**src/design/lgi_pkg.sv**
```systemverilog
package lgi_pkg;

    // Field widths
    localparam int SAMPLE_W = 16;
    localparam int FRAC_W   = 16;
    localparam int TAG_W    = 8;
    localparam int PAIR_W   = SAMPLE_W + 1;   // sum or difference of two samples
    localparam int COEF_W   = 26;             // signed Q.24 coefficient constant
    localparam int TERM_W   = COEF_W + PAIR_W;
    localparam int CSUM_W   = TERM_W + 2;     // sum of three terms
    localparam int ACC_W    = 48;             // Horner accumulator, Q.24
    localparam int Q_SHIFT  = 24;             // fraction bits of the accumulator
    localparam int Z_SHIFT  = 16;             // z always held as Q0.16
    localparam int HI_W     = ACC_W - Q_SHIFT;
    localparam int PHI_W    = HI_W + FRAC_W;
    localparam int PLO_W    = Q_SHIFT + 1 + FRAC_W;
    localparam int N_STEPS  = 6;

    typedef logic signed [SAMPLE_W-1:0] lgi_sample_t;
    typedef logic signed [PAIR_W-1:0]   lgi_pair_t;
    typedef logic signed [COEF_W-1:0]   lgi_coef_val_t;
    typedef logic signed [ACC_W-1:0]    lgi_acc_t;
    typedef logic signed [FRAC_W-1:0]   lgi_z_t;

    // Input request
    typedef struct packed {
        lgi_sample_t        sample_m2;
        lgi_sample_t        sample_m1;
        lgi_sample_t        sample_0;
        lgi_sample_t        sample_p1;
        lgi_sample_t        sample_p2;
        lgi_sample_t        sample_p3;
        logic [FRAC_W-1:0]  frac_pos;
        logic [TAG_W-1:0]   channel_tag;
    } lgi_in_t;

    // Result
    typedef struct packed {
        lgi_sample_t        interp_sample;
        logic [TAG_W-1:0]   channel_out;
    } lgi_out_t;

    // Payload carried down the pipeline
    typedef struct packed {
        lgi_acc_t           acc;
        lgi_pair_t          e1;
        lgi_pair_t          e2;
        lgi_pair_t          e3;
        lgi_pair_t          o1;
        lgi_pair_t          o2;
        lgi_pair_t          o3;
        lgi_z_t             z;
        logic [TAG_W-1:0]   tag;
    } lgi_pipe_t;

    // One polynomial coefficient: k1*x1 + k2*x2 + k3*x3 over odd or even pairs
    typedef struct packed {
        logic               use_odd;
        lgi_coef_val_t      k1;
        lgi_coef_val_t      k2;
        lgi_coef_val_t      k3;
    } lgi_coef_t;

    // Coefficients c5 down to c0 in Horner order, value * 2^24 rounded to nearest
    localparam lgi_coef_t COEF [0:N_STEPS-1] = '{
        '{1'b1, -26'sd139810,   26'sd699051,   -26'sd1398101 },
        '{1'b0,  26'sd349525,  -26'sd1048576,   26'sd699051  },
        '{1'b1,  26'sd349525,  -26'sd4543829,   26'sd11883861},
        '{1'b0, -26'sd873813,   26'sd6815744,  -26'sd5941931 },
        '{1'b1, -26'sd78643,    26'sd1092267,  -26'sd19660800},
        '{1'b0,  26'sd196608,  -26'sd1638400,   26'sd9830400 }
    };

    localparam int SAT_MAX = 32767;
    localparam int SAT_MIN = -32768;

endpackage

```
**src/design/lgi_output.sv**
```systemverilog
module lgi_output (
    input  logic                aclk,
    input  logic                aresetn,
    input  logic                in_valid,
    output logic                in_ready,
    input  lgi_pkg::lgi_pipe_t  in_data,
    output logic                out_valid,
    input  logic                out_ready,
    output lgi_pkg::lgi_out_t   out_data
);

    logic               valid_reg;
    lgi_pkg::lgi_out_t  data_reg;
    lgi_pkg::lgi_out_t  data_next;
    logic signed [lgi_pkg::HI_W:0] q;
    logic               round_up;

    assign in_ready  = !valid_reg || out_ready;
    assign out_valid = valid_reg;
    assign out_data  = data_reg;

    // Truncate Q.24 toward zero, then saturate to 16 bits
    always_comb begin
        round_up = in_data.acc[lgi_pkg::ACC_W-1] && (|in_data.acc[lgi_pkg::Q_SHIFT-1:0]);
        q        = {in_data.acc[lgi_pkg::ACC_W-1], in_data.acc[lgi_pkg::ACC_W-1:lgi_pkg::Q_SHIFT]}
                 + (lgi_pkg::HI_W+1)'(round_up);
        if (q > (lgi_pkg::HI_W+1)'(lgi_pkg::SAT_MAX)) begin
            data_next.interp_sample = lgi_pkg::SAMPLE_W'(lgi_pkg::SAT_MAX);
        end else if (q < (lgi_pkg::HI_W+1)'(lgi_pkg::SAT_MIN)) begin
            data_next.interp_sample = lgi_pkg::SAMPLE_W'(lgi_pkg::SAT_MIN);
        end else begin
            data_next.interp_sample = q[lgi_pkg::SAMPLE_W-1:0];
        end
        data_next.channel_out = in_data.tag;
    end

    always_ff @(posedge aclk) begin
        if (!aresetn) begin
            valid_reg <= 1'b0;
        end else if (in_ready) begin
            valid_reg <= in_valid;
        end
    end

    always_ff @(posedge aclk) begin
        if (in_ready && in_valid) begin
            data_reg <= data_next;
        end
    end

endmodule

```
**config.mk**
```make
export PLATFORM = sky130hd
export DESIGN_NAME = lgi_output
export DESIGN_NICKNAME = d
export VERILOG_FILES = /design/src/design/lgi_pkg.sv /design/src/design/lgi_output.sv
export SDC_FILE = /design/constraint.sdc
export NUM_CORES = 1
export LEC_CHECK = 0
export BUFFER_PORTS_ARGS = -buffer_cell sky130_fd_sc_hd__clkbuf_2
export CAP_MARGIN = 20
export CORE_AREA = 2 2 79 81
export CTS_BUF_LIST = sky130_fd_sc_hd__clkbuf_16
export CTS_CLUSTER_DIAMETER = 150
export DETAILED_ROUTE_END_ITERATION = 16
export DIE_AREA = 0 0 81 83
export PLACE_DENSITY_LB_ADDON = 0.05
export SLEW_MARGIN = 10
export SYNTH_ARGS = -nofsm -noshare
export SYNTH_HDL_FRONTEND = slang
export SYNTH_SLANG_ARGS = --single-unit
export TNS_END_PERCENT = 50
```
**constraint.sdc**
```tcl
create_clock -name aclk -period 3 [get_ports aclk]
set_input_delay 0.6 -clock aclk [delete_from_list [all_inputs] [get_ports aclk]]
set_output_delay 0.6 -clock aclk [all_outputs]
set_load 0.05 [all_outputs]
```
==> metrics.yaml <==
outcome: "finished, final reports clean"
leakagePower_nw: 1.06
finalCriticalPeriod_ns: 2.80
min_from: "in_data[0]"
ys_seq_area_frac: 0.429
cap_violations: 0
cts.hold.buffers_added: 0
synth_area_leaders: "edfxtp_1 42%, nor4_1 6.9%, xnor2_1 5.1%"
start_util: 0.297
grt_use_met3: 0.0837
finClkSkew_ns: 0.00399
vias_per_cell: 5.14
r2r-start: "out_valid"
ys_top_cells_by_count: "24 x edfxtp_1, 19 x nor4_1, 13 x nor2_1, 13 x nor3_1, 12 x nand3_1"
cp_num_buf_inv: 4
num_vias: 1845
critical_path_required_ns: 3.01
grt_util_met2: 0.260
synth-edff-count: 24
io_pins: 204
clock_path_buffers: 2
drtIter0Drc: 84
synth_fp_nets: 357
min_path_cells: 1
startpoint_type: "input pin"
yosysTopAreaCellShare: 0.418
grt_max_degree: 25
htree_levels: 1
syn-cell-area_um2: 1730
max_slew_margin: 0.707
r2r_cells: 3
wirelength_um: 6130
path_cells: "clkbuf_2 > nor4_1 > nand4_1 > o21a_1 > ha_4 > buf_4 > nand3_2 > nand3_1 > nor4_2 > nor3_2 > buf_4 > buf_12 > nor4_2 > nor3_2"
grt_pass1_vias: 1830
slowest_stage: "nor4_2"
antenna_cells: 0
row_count: 28
wl_per_cell_um: 17.1
layout-drive-gt1-share: 0.511
cts_root_buf: "clkbuf_16"
fillers: 613
dp.cells: 350
fin_crit_sh: 0.935
cp.arrival_ns: 2.81
grt_pass1_wl_um: 9710
synth_top_cell_by_area: "edfxtp_1"
p_per_area_nw_per_um2: 387
yosys.cell_count.top_type: "edfxtp_1"
avgSynthCellArea_um2: 9.75
core_area_um2: 5820
hold_path_end: "out_data[0]"
max_freq_mhz: 357
post-route-util: 0.448
synth_warnings: 0
hold_viol: 0
grtUsageMet1: 0.267
fin_nets: 465
fin_tns_setup_ns: 0
netlist_instances: 177
area_growth_pct: 51.1
crit_cells: 14
cts_num_sinks: 25
grt_util_all_layers: 0.187
ys.flop_type: "edfxtp_1"
async_flop_share: 0
fin_cells: 359
drc: 0
synth.distinct_cells: 40
worstPathMaxFanout: 8
synth-seq-cells: 25
cts_tree: "done"
power.total_mw: 1.01
ant_nets: 0
hold_ws_ns: 0.514
die_h_um: 83
grt_overflow_total: 0
peakVddDrop_uv: 194
numCtsBuffers: 3
path_class: "in2reg"
drv_slew: 0
place_hpwl_um: 4730
die_w_um: 81
r2r_end: "out_data[11]"
die_area_um2: 6720
tightest_slew_ns: 0.438
finalSetupViolCount: 0
gr-max-usage-layer: "met1"
cp_slowest_stage_delay_ns: 0.31
hold_class: "in2reg"
rrSetupSlack_ns: 1.79
clkTransAtPathRegs_ns: 0.07
first_pass_iters: 4
crit_family: "simple AND/OR/NAND/NOR gates"
gp_congestion: 0.876
antenna_found_initial: 0
port_buffers: 85
end_kind: "flop"
insertion_delay_ns: 0.26
registers in the layout, indices dropped and copies added, names as in the netlist:
register and count:
out_data 24, out_valid 1
through the flow:
stage	instance area [um2]	setup WS [ns]
floorplan	1730	0.0516
global placement	2390	-0.301
detailed placement	2390	-0.259
CTS	2470	0.0109
global route	2610	-0.0305
finish	2610	0.196
what timing repair did:
item                       CTS  global route
gates resized for setup      1            17
pin swaps                    0             4
setup buffers                0             5
setup endpoints to repair    2            15
power by group:
group          switching [mW]  leakage [nW]  internal, mW
clock                   0.129        0.0415         0.184
combinational           0.184         0.771        0.0932
sequential            0.00937         0.244         0.410
total                   0.322          1.06         0.688
cell usage in the layout (no fill, tap or decap), types with 3 or more instances in the layout:
cell type  count
clkbuf_16      3
clkbuf_2      85
nor4_2        10
buf_4         26
nand3_1       11
a21oi_1        7
inv_1          5
nor2_1        13
o31ai_1        3
nand2_1        6
nor3_1        13
nor3_2         6
and3_1         7
edfxtp_1      24
xor2_1         5
xnor2_1       10
nand4_1       10
nor4_1         9
cell families (layout without fill, tap and decap cells):
| family | after synthesis | count (layout) | share of synthesized area |
|---|---|---|---|
| adder cells (fa/ha/maj) | 2 | 2 | 0.0145 |
| buffers and inverters | 15 | 122 | 0.0413 |
| AND/OR/NAND/NOR | 97 | 97 | 0.336 |
| XOR/XNOR | 15 | 15 | 0.0761 |
| AO/OA/AOI/OAI | 23 | 23 | 0.102 |
| flip-flops | 25 | 25 | 0.429 |
cell type report:
type                            instances  area, um2  area share
Clock buffer                            3       75.1      0.0288
Clock inverter                          1       8.76     0.00336
Inverter                                5       18.8     0.00720
Multi-Input combinational cell        137       1010       0.387
Sequential cell                        25        741       0.284
Tap cell                               75       93.8      0.0360
Timing Repair Buffer                  113        661       0.253
worst register-to-register path: cells and delay by family (launching register included):
kind,cells,cell delay [ns]
buffers and inverters,1,0.31
flip-flops,1,0.32
AND/OR/NAND/NOR,2,0.22
per-layer routing:
layer  wire length (um)  vias to the layer above
met5                  0                        -
met4                 36                        0
met3                704                        2
met2               2520                       51
met1               2870                      884
li1                   -                      908
worst max-delay path by stage:
stage / slack, ns / startpoint / to
2_1_floorplan: 0.05 / in_data[145] / out_data[11]
3_3_place_gp: -0.30 / in_data[127] / out_data[11]
3_5_place_dp: -0.26 / in_data[127] / out_data[11]
4_1_cts: 0.01 / in_data[127] / out_data[17]
5_1_grt: -0.03 / in_data[138] / out_data[21]
6_report: 0.20 / in_data[138] / out_data[21]
Power figures use the tool's default switching activity.
