## config.mk

```make
export PLATFORM = sky130hd
export DESIGN_NAME = lgi_front
export DESIGN_NICKNAME = d
export VERILOG_FILES = /design/src/design/lgi_pkg.sv /design/src/design/lgi_front.sv
export SDC_FILE = /design/constraint.sdc
export NUM_CORES = 1
export LEC_CHECK = 0
export ABC_AREA = 1
export BUFFER_PORTS_ARGS = -buffer_cell sky130_fd_sc_hd__buf_2
export CORE_MARGIN = 10
export CORE_UTILIZATION = 47
export CTS_BUF_LIST = sky130_fd_sc_hd__clkbuf_8
export CTS_CLUSTER_DIAMETER = 30
export DETAILED_ROUTE_END_ITERATION = 10
export PLACE_DENSITY = 0.74
export SLEW_MARGIN = 10
export SYNTH_ARGS = -nofsm -noshare
export SYNTH_HDL_FRONTEND = slang
export SYNTH_SLANG_ARGS = --single-unit
export TNS_END_PERCENT = 1
```

## constraint.sdc

```tcl
create_clock -name aclk -period 8 [get_ports aclk]
set_input_delay 0.8 -clock aclk [delete_from_list [all_inputs] [get_ports aclk]]
set_output_delay 0.8 -clock aclk [all_outputs]
set_load 0.01 [all_outputs]
```

## src/design/lgi_pkg.sv

```systemverilog
package lgi_pkg;

    // Field widths
    localparam int SAMPLE_W = 16;
    localparam int FRAC_W   = 16;
    localparam int TAG_W    = 8;
    localparam int PAIR_W   = SAMPLE_W + 1;   // sum or difference of two samples
    localparam int COEF_W   = 26;             // signed Q.24 coefficient constant
    localparam int TERM_W   = COEF_W + PAIR_W;
    localparam int CSUM_W   = TERM_W + 2;     // sum of three terms
    localparam int ACC_W    = 48;             // Horner accumulator, Q.24
    localparam int Q_SHIFT  = 24;             // fraction bits of the accumulator
    localparam int Z_SHIFT  = 16;             // z always held as Q0.16
    localparam int HI_W     = ACC_W - Q_SHIFT;
    localparam int PHI_W    = HI_W + FRAC_W;
    localparam int PLO_W    = Q_SHIFT + 1 + FRAC_W;
    localparam int N_STEPS  = 6;

    typedef logic signed [SAMPLE_W-1:0] lgi_sample_t;
    typedef logic signed [PAIR_W-1:0]   lgi_pair_t;
    typedef logic signed [COEF_W-1:0]   lgi_coef_val_t;
    typedef logic signed [ACC_W-1:0]    lgi_acc_t;
    typedef logic signed [FRAC_W-1:0]   lgi_z_t;

    // Input request
    typedef struct packed {
        lgi_sample_t        sample_m2;
        lgi_sample_t        sample_m1;
        lgi_sample_t        sample_0;
        lgi_sample_t        sample_p1;
        lgi_sample_t        sample_p2;
        lgi_sample_t        sample_p3;
        logic [FRAC_W-1:0]  frac_pos;
        logic [TAG_W-1:0]   channel_tag;
    } lgi_in_t;

    // Result
    typedef struct packed {
        lgi_sample_t        interp_sample;
        logic [TAG_W-1:0]   channel_out;
    } lgi_out_t;

    // Payload carried down the pipeline
    typedef struct packed {
        lgi_acc_t           acc;
        lgi_pair_t          e1;
        lgi_pair_t          e2;
        lgi_pair_t          e3;
        lgi_pair_t          o1;
        lgi_pair_t          o2;
        lgi_pair_t          o3;
        lgi_z_t             z;
        logic [TAG_W-1:0]   tag;
    } lgi_pipe_t;

    // One polynomial coefficient: k1*x1 + k2*x2 + k3*x3 over odd or even pairs
    typedef struct packed {
        logic               use_odd;
        lgi_coef_val_t      k1;
        lgi_coef_val_t      k2;
        lgi_coef_val_t      k3;
    } lgi_coef_t;

    // Coefficients c5 down to c0 in Horner order, value * 2^24 rounded to nearest
    localparam lgi_coef_t COEF [0:N_STEPS-1] = '{
        '{1'b1, -26'sd139810,   26'sd699051,   -26'sd1398101 },
        '{1'b0,  26'sd349525,  -26'sd1048576,   26'sd699051  },
        '{1'b1,  26'sd349525,  -26'sd4543829,   26'sd11883861},
        '{1'b0, -26'sd873813,   26'sd6815744,  -26'sd5941931 },
        '{1'b1, -26'sd78643,    26'sd1092267,  -26'sd19660800},
        '{1'b0,  26'sd196608,  -26'sd1638400,   26'sd9830400 }
    };

    localparam int SAT_MAX = 32767;
    localparam int SAT_MIN = -32768;

endpackage

```

## src/design/lgi_front.sv

```systemverilog
module lgi_front #(
    parameter int FRAC_BITS = 16
) (
    input  logic              aclk,
    input  logic              aresetn,
    input  logic              in_valid,
    output logic              in_ready,
    input  lgi_pkg::lgi_in_t  in_data,
    output logic              out_valid,
    input  logic              out_ready,
    output lgi_pkg::lgi_pipe_t out_data
);

    localparam int EFF_BITS = (FRAC_BITS < lgi_pkg::FRAC_W) ? FRAC_BITS : lgi_pkg::FRAC_W;
    localparam logic [lgi_pkg::FRAC_W-1:0] FRAC_MASK =
        lgi_pkg::FRAC_W'(~((32'd1 << (lgi_pkg::FRAC_W - EFF_BITS)) - 32'd1));

    logic               valid_reg;
    lgi_pkg::lgi_pipe_t data_reg;
    lgi_pkg::lgi_pipe_t data_next;
    logic [lgi_pkg::FRAC_W-1:0] frac_used;

    assign in_ready  = !valid_reg || out_ready;
    assign out_valid = valid_reg;
    assign out_data  = data_reg;

    // Mirrored pair sums and differences; z = fraction - 1/2 kept in Q0.16
    always_comb begin
        frac_used      = in_data.frac_pos & FRAC_MASK;
        data_next.acc  = '0;
        data_next.e1   = lgi_pkg::PAIR_W'(in_data.sample_m2) + lgi_pkg::PAIR_W'(in_data.sample_p3);
        data_next.o1   = lgi_pkg::PAIR_W'(in_data.sample_m2) - lgi_pkg::PAIR_W'(in_data.sample_p3);
        data_next.e2   = lgi_pkg::PAIR_W'(in_data.sample_m1) + lgi_pkg::PAIR_W'(in_data.sample_p2);
        data_next.o2   = lgi_pkg::PAIR_W'(in_data.sample_m1) - lgi_pkg::PAIR_W'(in_data.sample_p2);
        data_next.e3   = lgi_pkg::PAIR_W'(in_data.sample_0) + lgi_pkg::PAIR_W'(in_data.sample_p1);
        data_next.o3   = lgi_pkg::PAIR_W'(in_data.sample_0) - lgi_pkg::PAIR_W'(in_data.sample_p1);
        data_next.z    = {~frac_used[lgi_pkg::FRAC_W-1], frac_used[lgi_pkg::FRAC_W-2:0]};
        data_next.tag  = in_data.channel_tag;
    end

    always_ff @(posedge aclk) begin
        if (!aresetn) begin
            valid_reg <= 1'b0;
        end else if (in_ready) begin
            valid_reg <= in_valid;
        end
    end

    always_ff @(posedge aclk) begin
        if (in_ready && in_valid) begin
            data_reg <= data_next;
        end
    end

endmodule

```

==> qor.yml, run 1 <==
worstPathMaxFanout: 77
dp_hpwl_mm: 23.8
finalHoldViolations: 0
r2r_cells: 3
nFillCells: 2024
top_usage_layer: "met2"
power_frac_seq: 0.415
setup_tns_ps: 0
p_leak_nw: 6.87
layout_min_cycle_time_ps: 2420
fin_nets: 1863
fin_worst_skew_ps: 14.3
switchingPower_uw: 726
switching_share: 0.361
die_y_um: 168
preCtsSetupSlack_ps: 5060
rows: 53
drtAntennaViolNets: 0
hp-class: "input port to register"
ctsResizeCount: 0
dp.cells: 1893
r2r-end: "out_data[15]$_DFFE_PP_"
worst_pin_slew_ps: 997
grt.met3_usage: 0.0454
die_area_um2: 28100
required_ps: 8070
drc: 0
hold_path_depth: 1
grt_max_degree: 78
cts_buffers: 17
drt-total-wl_mm: 28.7
seq_area_um2: 3710
yosysSeqAreaShare: 0.362
status: "complete, no violations"
via_per_inst: 4.72
grt_pass1_vias: 8929
globalRouteOverflowTotal: 0
synth_cell_types: 24
worstSetupStartpointType: "input port"
endpoint_kind: "register"
final.period_utilization: 0.302
critPathKind: "input port to register"
postCtsHoldBufs: 0
worst_slack_ps: 5580
io_buffers: 251
hold_start: "in_data[20]"
cts_buffer_depth: 2
stdcell_count: 1927
antenna_found_initial: 3
htree_levels: 4
core_area_um2: 21200
die_w_um: 168
routabilityCongestion: 0.952
met1_usage: 0.241
ys_seq_elements: 124
internal_power_mw: 1.29
drtIter0Drc: 534
insertion_delay_ps: 450
vias: 9105
post_cts.repair.setup_buffers: 0
root_buffer: "clkbuf_8"
rsz0062_at_grt: "no"
initial_core_util: 0.483
syn_to_final_growth_pct: 15.5
grt_use_total: 0.199
cap_violations: 0
synthCells: 1399
clkPwrFrac: 0.278
r2r_slack_ps: 5690
yosys_warnings: 0
setup_viol: 0
grt_pass1_wl_mm: 45.3
slew_headroom: 0.336
cts_tree: "built"
maxSlewViolCount: 0
syn_area_um2: 10200
multi_input_area_um2: 5010
worstPathArrival_ps: 2490
cts.clk_slew.worst_paths_ps: 90
syn_area_per_cell_um2: 7.33
powerDensity_nw_per_um2: 170
combPwrFrac: 0.307
worstHoldEndpoint: "out_data[20]$_DFFE_PP_"
vdd_ir_drop_max_mv: 0.0705
grtUsageMet2: 0.342
fmax_mhz: 414
cts_sinks: 124
ioPinCount: 300
wire_per_inst_um: 14.9
r2r_start: "out_valid$_SDFFE_PN0N_"
drtPass1Iterations: 7
drive_gt1_frac: 0.199
==> through the flow <==
step           total power [mW]  area [um2]   util  hold WS [ps]
2_1_floorplan              1.28       10400      -           595
3_3_place_gp               1.45       11500  0.540           551
3_5_place_dp               1.47       11500  0.540           571
4_1_cts                    2.03       11800  0.558           481
5_1_grt                    2.14       11800  0.558           484
6_report                   2.01       11800  0.558           511
==> cells in the mapped netlist <==
cell type,count,area share
a21boi_0,1,0.00073
a21oi_1,45,0.022
a21oi_2,6,0.0051
and2_1,12,0.0073
buf_2,2,0.00098
buf_4,75,0.055
buf_6,1,0.0011
clkbuf_2,3,0.0015
conb_1,1,0.00037
dfxtp_1,1,0.0020
edfxtp_1,123,0.36
fa_1,6,0.012
ha_1,96,0.12
inv_1,274,0.10
inv_2,23,0.0084
nand2_1,496,0.18
nand2_2,11,0.0067
nand3_1,79,0.039
nand4_1,12,0.0073
nor2_1,76,0.028
nor3_1,12,0.0059
o21bai_2,2,0.0022
xnor2_1,7,0.0060
xor2_1,35,0.030
==> power groups by stage <==
stage / logic [mW] / clock network [mW] / registers, mW
after floorplan: 0.388 / 0 / 0.892
after global placement: 0.604 / 0 / 0.850
after detailed placement: 0.617 / 0 / 0.849
after CTS: 0.619 / 0.572 / 0.837
after global routing: 0.696 / 0.602 / 0.842
final: 0.618 / 0.559 / 0.836
==> state kept, by name, summed over array words and instances (netlist names) <==
name,cells
out_data,123
out_valid,1
==> placed cells by master, fill, tap and decap left out, types with 23 or more instances in the layout <==
master and instances:
nand2_1 496, conb_1 48, nor2_1 76, buf_2 251
inv_2 23, ha_1 96, inv_1 274, nand3_1 79
edfxtp_1 123, xor2_1 35, a21oi_1 44
==> worst max-delay path by stage <==
stage / startpoint / to / slack [ps] / cells past startpoint
finish: out_ready / out_data[15]$_DFFE_PP_ / 5580 / 5
global route: out_ready / out_data[91]$_DFFE_PP_ / 5430 / 5
CTS: out_ready / out_data[68]$_DFFE_PP_ / 5540 / 5
detailed placement: out_ready / out_data[70]$_DFFE_PP_ / 5060 / 5
global placement: out_ready / out_data[0]$_DFFE_PP_ / 5120 / 5
floorplan: in_valid / out_data[0]$_DFFE_PP_ / 590 / 2
==> layout make-up <==
type	count	share of cell area
Inverter	297	0.0942
Antenna cell	2	0.000423
Tap cell	275	0.0291
Multi-Input combinational cell	944	0.423
Clock inverter	14	0.0113
Clock buffer	18	0.0209
Sequential cell	124	0.314
Timing Repair Buffer	253	0.107
==> routing by layer <==
metal	up-vias	part of all wire
met5	-	0.00045
met3	30	0.074
met2	365	0.49
met1	4063	0.42
li1	4645	-
met4	2	0.017
==> worst max-delay path, cell delays in order <==
cell and delay (ps):
buf_2 80, inv_1 70, a21oi_4 110, buf_4 500, buf_4 870
==> cells by family (layout without fill, tap and decap cells) <==
| group | Yosys count | after routing | synth area share |
|---|---|---|---|
| and+or+nand+nor | 698 | 698 | 0.275 |
| buffers and inverters | 378 | 582 | 0.167 |
| adders and majority gates | 102 | 102 | 0.129 |
| xor gates and xnor gates | 42 | 42 | 0.0359 |
| AOI/OAI and AO/OA | 54 | 54 | 0.0300 |
| DFF | 124 | 124 | 0.362 |
| other | 1 | 50 | 0.000366 |
(Power assumes the default switching activity.)
==> run 2, diff against run 1 <==
Settings changed: PLACE_DENSITY 0.74 to 0.76.
Clock period 8 ns to 2 ns, I/O delays scaled along.
==> run 2 against run 1 <==
  * Non-clock buffer count up 36
  * Die area unchanged
  * Clock-buffer cell count down 1
  * Critical path depth up 7
  * Register-to-register slack worse by 5100 ps
  * Clock power rose to 3.7 times the previous value
  * Worst setup slack worse by 5100 ps
  * Wire length up 2.3%
  * Cell count up 1.8%
  * Flip-flop and latch count unchanged
  * Worst hold slack worse by 430 ps
  * Largest cell class unchanged
==> qor.yml, run 2 (synthesis results as in run 1) <==
status: "complete, no violations"
drtIter0Drc: 625
worstPathMaxFanout: 3
ioPinCount: 300
r2r_start: "out_valid$_SDFFE_PN0N_"
worst_pin_slew_ps: 511
antenna_found_initial: 0
final_cell_mix: "nand2_1 (496), inv_1 (276), buf_2 (251), edfxtp_1 (123), ha_1 (96)"
cpPeakStageDelay_ps: 410
initial_core_util: 0.483
powerDensity_nw_per_um2: 655
final_common_cell: "nand2_1"
via_per_inst: 4.78
worstPathArrival_ps: 1690
cts.clk_slew.worst_paths_ps: 90
drc: 0
grt.met3_usage: 0.0466
final.period_utilization: 0.745
drtAntennaViolNets: 0
cap_violations: 0
routabilityCongestion: 0.942
grt_pass1_vias: 9455
cts_buffer_depth: 2
n_antenna_cell: 0
critPathKind: "input port to register"
fin_worst_skew_ps: 15.4
die_w_um: 168
endpoint_kind: "register"
p_leak_nw: 7.03
grt_max_degree: 35
cts_tree: "built"
ctsResizeCount: 0
fin_nets: 1899
cp_cell_sequence: "buf_2 > inv_1 > ha_1 > fa_1 > inv_1 > nand3_1 > nand3_1 > nand2_1 > nand2_1 > nand2_1 > nand3_1 > nand2_1"
dp_hpwl_mm: 24.4
die_y_um: 168
critical_path.n_buffers_inverters: 3
rsz0062_at_grt: "no"
cts_buffers: 17
core_area_um2: 21200
fmax_mhz: 671
worstSetupStartpointType: "input port"
drtPass1Iterations: 5
post_cts.repair.setup_buffers: 0
top_usage_layer: "met2"
grtUsageMet2: 0.359
required_ps: 2200
insertion_delay_ps: 450
vias: 9380
vdd_ir_drop_max_mv: 0.340
hold_start: "out_ready"
maxSlewViolCount: 0
largest_register_ffs: 123
drive_gt1_frac: 0.200
finalHoldViolations: 0
setup_viol: 0
rows: 53
wire_per_inst_um: 15.0
globalRouteOverflowTotal: 0
crit_path_frequent_cell: "nand2_1"
critPathTopFamily: "simple AND/OR/NAND/NOR gates"
drt-total-wl_mm: 29.4
slew_headroom: 0.659
cts_sinks: 124
setup_tns_ps: 0
grt_pass1_wl_mm: 46.7
io_buffers: 251
startpoint: "in_data[104]"
grt_use_total: 0.203
die_area_um2: 28100
met1_usage: 0.236
slowest_stage: "fa_1"
htree_levels: 4
final_util: 0.574
layout_min_cycle_time_ps: 1490
syn_to_final_growth_pct: 18.9
root_buffer: "clkbuf_8"
hp-class: "input port to register"
==> run 2: final cells by class <==
class,instances,area (um2)
sequential,124,3710
clock inverter,15,116
timing repair buffer,289,1650
clock buffer,17,234
multi-input combinational,944,5010
tap,275,344
fill,2003,9030
inverter,297,1110
==> run 2: final timing paths <==
kind	end	slack, ps	depth (start not counted)
max	out_data[70]$_DFFE_PP_	510	12
min	out_valid$_SDFFE_PN0N_	80	4
max reg2reg	out_data[53]$_DFFE_PP_	580	2
min reg2reg	out_valid$_SDFFE_PN0N_	550	2
==> run 2: metal layers <==
layer	share of wire	wire length [um]
met5	0	0
met1	0.41	12000
met4	0.023	688
met3	0.071	2100
met2	0.50	14500
==> run 2: through the flow <==
step           area, um2  hold slack, ps  cells  power [mW]  setup slack (ps)
2_1_floorplan      10400             299   1446        5.10              -846
3_3_place_gp       11600             377   1904        5.86               102
3_5_place_dp       11600             378   1904        5.91              36.1
4_1_cts            12200            50.3   1961        8.04               528
5_1_grt            12200            99.3   1961        8.48               395
6_report           12200            77.0   1961        7.98               510
==> run 2: worst register-to-register path, cell delays in order, from the launching register on <==
cell	delay, ps
dfxtp_1	350
a21oi_4	450
buf_12	280
==> run 2: power breakdown <==
part	internal [mW]	switching, mW
combinational	0.923	1.65
sequential	3.25	0.0853
clock	0.877	1.19
total	5.05	2.93
==> run 2: repair_timing <==
| item | in CTS | in global routing |
|---|---|---|
| hold endpoints to repair | 25 | 0 |
| setup endpoints to repair | 0 | 0 |
| hold buffers | 25 | 0 |
==> run 3, diff against run 2 <==
Settings changed: ABC_AREA 1 to 0, PLACE_DENSITY 0.76 to 0.75.
Clock period 2 ns to 1.5 ns, I/O delays scaled along.
==> run 3 against run 2 <==
  * The flow now finishes with violations (negative setup slack)
  * Largest cell class unchanged
  * Sequential share of layout area down 2.9 points
  * Highest routed layer unchanged
  * Worst hold slack better by 21 ps
  * Synthesized cell count down 36%
  * Cell area up 10%
  * Critical path depth down 3
  * Sequential power up 34%
  * Critical path type unchanged
==> qor.yml, run 3 <==
synthMuxAreaShare: 0.00222
finalHoldViolations: 0
critPathKind: "input port to register"
hp-class: "input port to register"
final_cell_mix: "buf_4 (251), buf_2 (243), edfxtp_1 (123), inv_1 (92), ha_1 (77)"
routabilityCongestion: 0.912
fin_worst_skew_ps: 8.90
required_ps: 1710
synth_ff_type: "edfxtp_1"
htree_levels: 4
die_y_um: 159
syn_area_um2: 9020
synth_cell_types: 78
endpoint_kind: "register"
violations: "negative setup slack"
globalRouteOverflowTotal: 0
syn_area_per_cell_um2: 10.1
yosysSeqAreaShare: 0.412
worstSetupStartpointType: "input port"
powerDensity_nw_per_um2: 858
largest_register_ffs: 123
wire_per_inst_um: 17.9
drtPass1Iterations: 6
cap_violations: 0
ioPinCount: 300
p_leak_nw: 6.29
cts_tree: "built"
core_area_um2: 18800
synthCells: 889
initial_core_util: 0.481
synth_top_area_cell: "edfxtp_1"
cts.clk_slew.worst_paths_ps: 80
synth_top_area_share: 0.409
drc: 0
synth_area_leaders: "edfxtp_1 (41%), ha_1 (13%), xnor2_1 (5.8%), buf_4 (4.5%), inv_1 (3.8%)"
rsz0062_at_grt: "yes"
worstPathMaxFanout: 3
grt_pass1_wl_mm: 43.9
synth-compound-area-share: 0.160
synth_edf_count: 123
final_common_cell: "buf_4"
drtIter0Drc: 538
yosys_warnings: 0
fin_nets: 1633
synth_top_family_by_area: "compound AO/OA/AOI/OAI gates"
drt-total-wl_mm: 29.7
worstPathArrival_ps: 2090
layout_min_cycle_time_ps: 1890
insertion_delay_ps: 450
die_area_um2: 25100
postSynth.asyncResetShare: 0
grt_use_total: 0.220
synth.most_common_cell: "edfxtp_1"
vias: 8637
grt_pass1_vias: 8647
synth_common_cells: "edfxtp_1 (123), ha_1 (96), inv_1 (92)"
cts_sinks: 124
drive_gt1_frac: 0.463
die_w_um: 159
worst_slack_ps: -385
final.period_utilization: 1.26
worst_pin_slew_ps: 512
grt_max_degree: 40
cts_buffer_depth: 2
setup_viol: 45
fmax_mhz: 530
drtAntennaViolNets: 0
yosys.area_share.simple: 0.108
rows: 50
final_util: 0.717
setup_tns_ps: -5750
io_buffers: 251
yosys.area_share.xor_xnor: 0.0699
syn_to_final_growth_pct: 49.2
synthAdderAreaFrac: 0.146
ys_seq_elements: 124
cts_buffers: 17
vdd_ir_drop_max_mv: 0.525
antenna_found_initial: 3
root_buffer: "clkbuf_8"
maxSlewViolCount: 0
slew_headroom: 0.657
via_per_inst: 5.21
status: "finished with violations"
dp_hpwl_mm: 22.1
==> run 3: cell count changes after synthesis, sizes merged, moves of 11 or more <==
cell,change
o21ai,+48
nand2b,+15
a21oi,+13
nor2b,+20
xor2,-23
nand2,-479
nand3,-70
clkbuf,+11
inv,-204
xnor2,+53
==> run 3: cells by family after synthesis <==
family / after synthesis
fa+ha+maj: 102
simple gates: 193
other cells: 1
xor+xnor: 72
mux: 2
buf+inv: 179
flops: 124
compound gates: 216
==> run 3: report_power, final <==
part	internal (mW)	switching (mW)	total (mW)	leakage, nW
logic	2.10	2.26	4.37	4.91
registers	4.37	0.110	4.48	1.20
clock network	1.27	1.43	2.70	0.180
==> run 3: cell type report <==
cell class	instances	area (um2)
Antenna cell	3	7.51
Inverter	94	355
Timing Repair Buffer	537	3580
Fill cell	1301	5310
Tap cell	234	293
Clock inverter	15	111
Clock buffer	17	234
Sequential cell	124	3710
Multi-Input combinational cell	633	5160
==> run 3: through the flow <==
step / hold slack, ps / std cells / setup slack (ps) / cell area [um2] / power (mW)
after global routing: 86.5 / 1656 / -388 / 13500 / 12.1
after detailed placement: 328 / 1595 / -946 / 12200 / 8.44
after CTS: 82.5 / 1654 / -406 / 13100 / 11.3
after global placement: 327 / 1595 / -906 / 12200 / 8.34
final: 97.8 / 1657 / -385 / 13500 / 11.5
after floorplan: 249 / 936 / -632 / 9220 / 6.65
==> run 3: worst paths after layout <==
| check | cells past startpoint | slack (ps) | start | end |
|---|---|---|---|---|
| setup reg to reg | 3 | 190 | out_valid$_SDFFE_PN0N_ | out_data[18]$_DFFE_PP_ |
| setup / recovery | 9 | -390 | in_data[40] | out_data[106]$_DFFE_PP_ |
| hold / removal | 2 | 100 | in_data[41] | out_data[93]$_DFFE_PP_ |
| hold reg to reg | 2 | 830 | out_valid$_SDFFE_PN0N_ | out_data[15]$_DFFE_PP_ |
==> run 3: critical path, cell delays in order <==
cell     delay [ps]
buf_6           100
ha_4            150
fa_2            350
nor2b_4         150
o21ai_4         160
a31oi_2         130
or4_4           450
a31o_1          190
a211o_1         250
==> run 3: per-layer routing <==
| layer | share of wire | vias to the layer above | global-route usage | wire length, um |
|---|---|---|---|---|
| met1 | 0.38 | 4121 | 0.253 | 11300 |
| met5 | 0 | - | 0 | 0 |
| met4 | 0.026 | 0 | 0.0776 | 786 |
| li1 | - | 4083 | - | - |
| met2 | 0.53 | 373 | 0.399 | 15700 |
| met3 | 0.064 | 60 | 0.0418 | 1890 |
==> run 3: what timing repair did <==
action	4_1_cts	5_1_grt
pin swaps	22	10
setup buffers	1	0
endpoints found under the hold margin	25	0
endpoints found under the setup margin	55	56
gates resized for setup	72	72
hold buffers	26	0
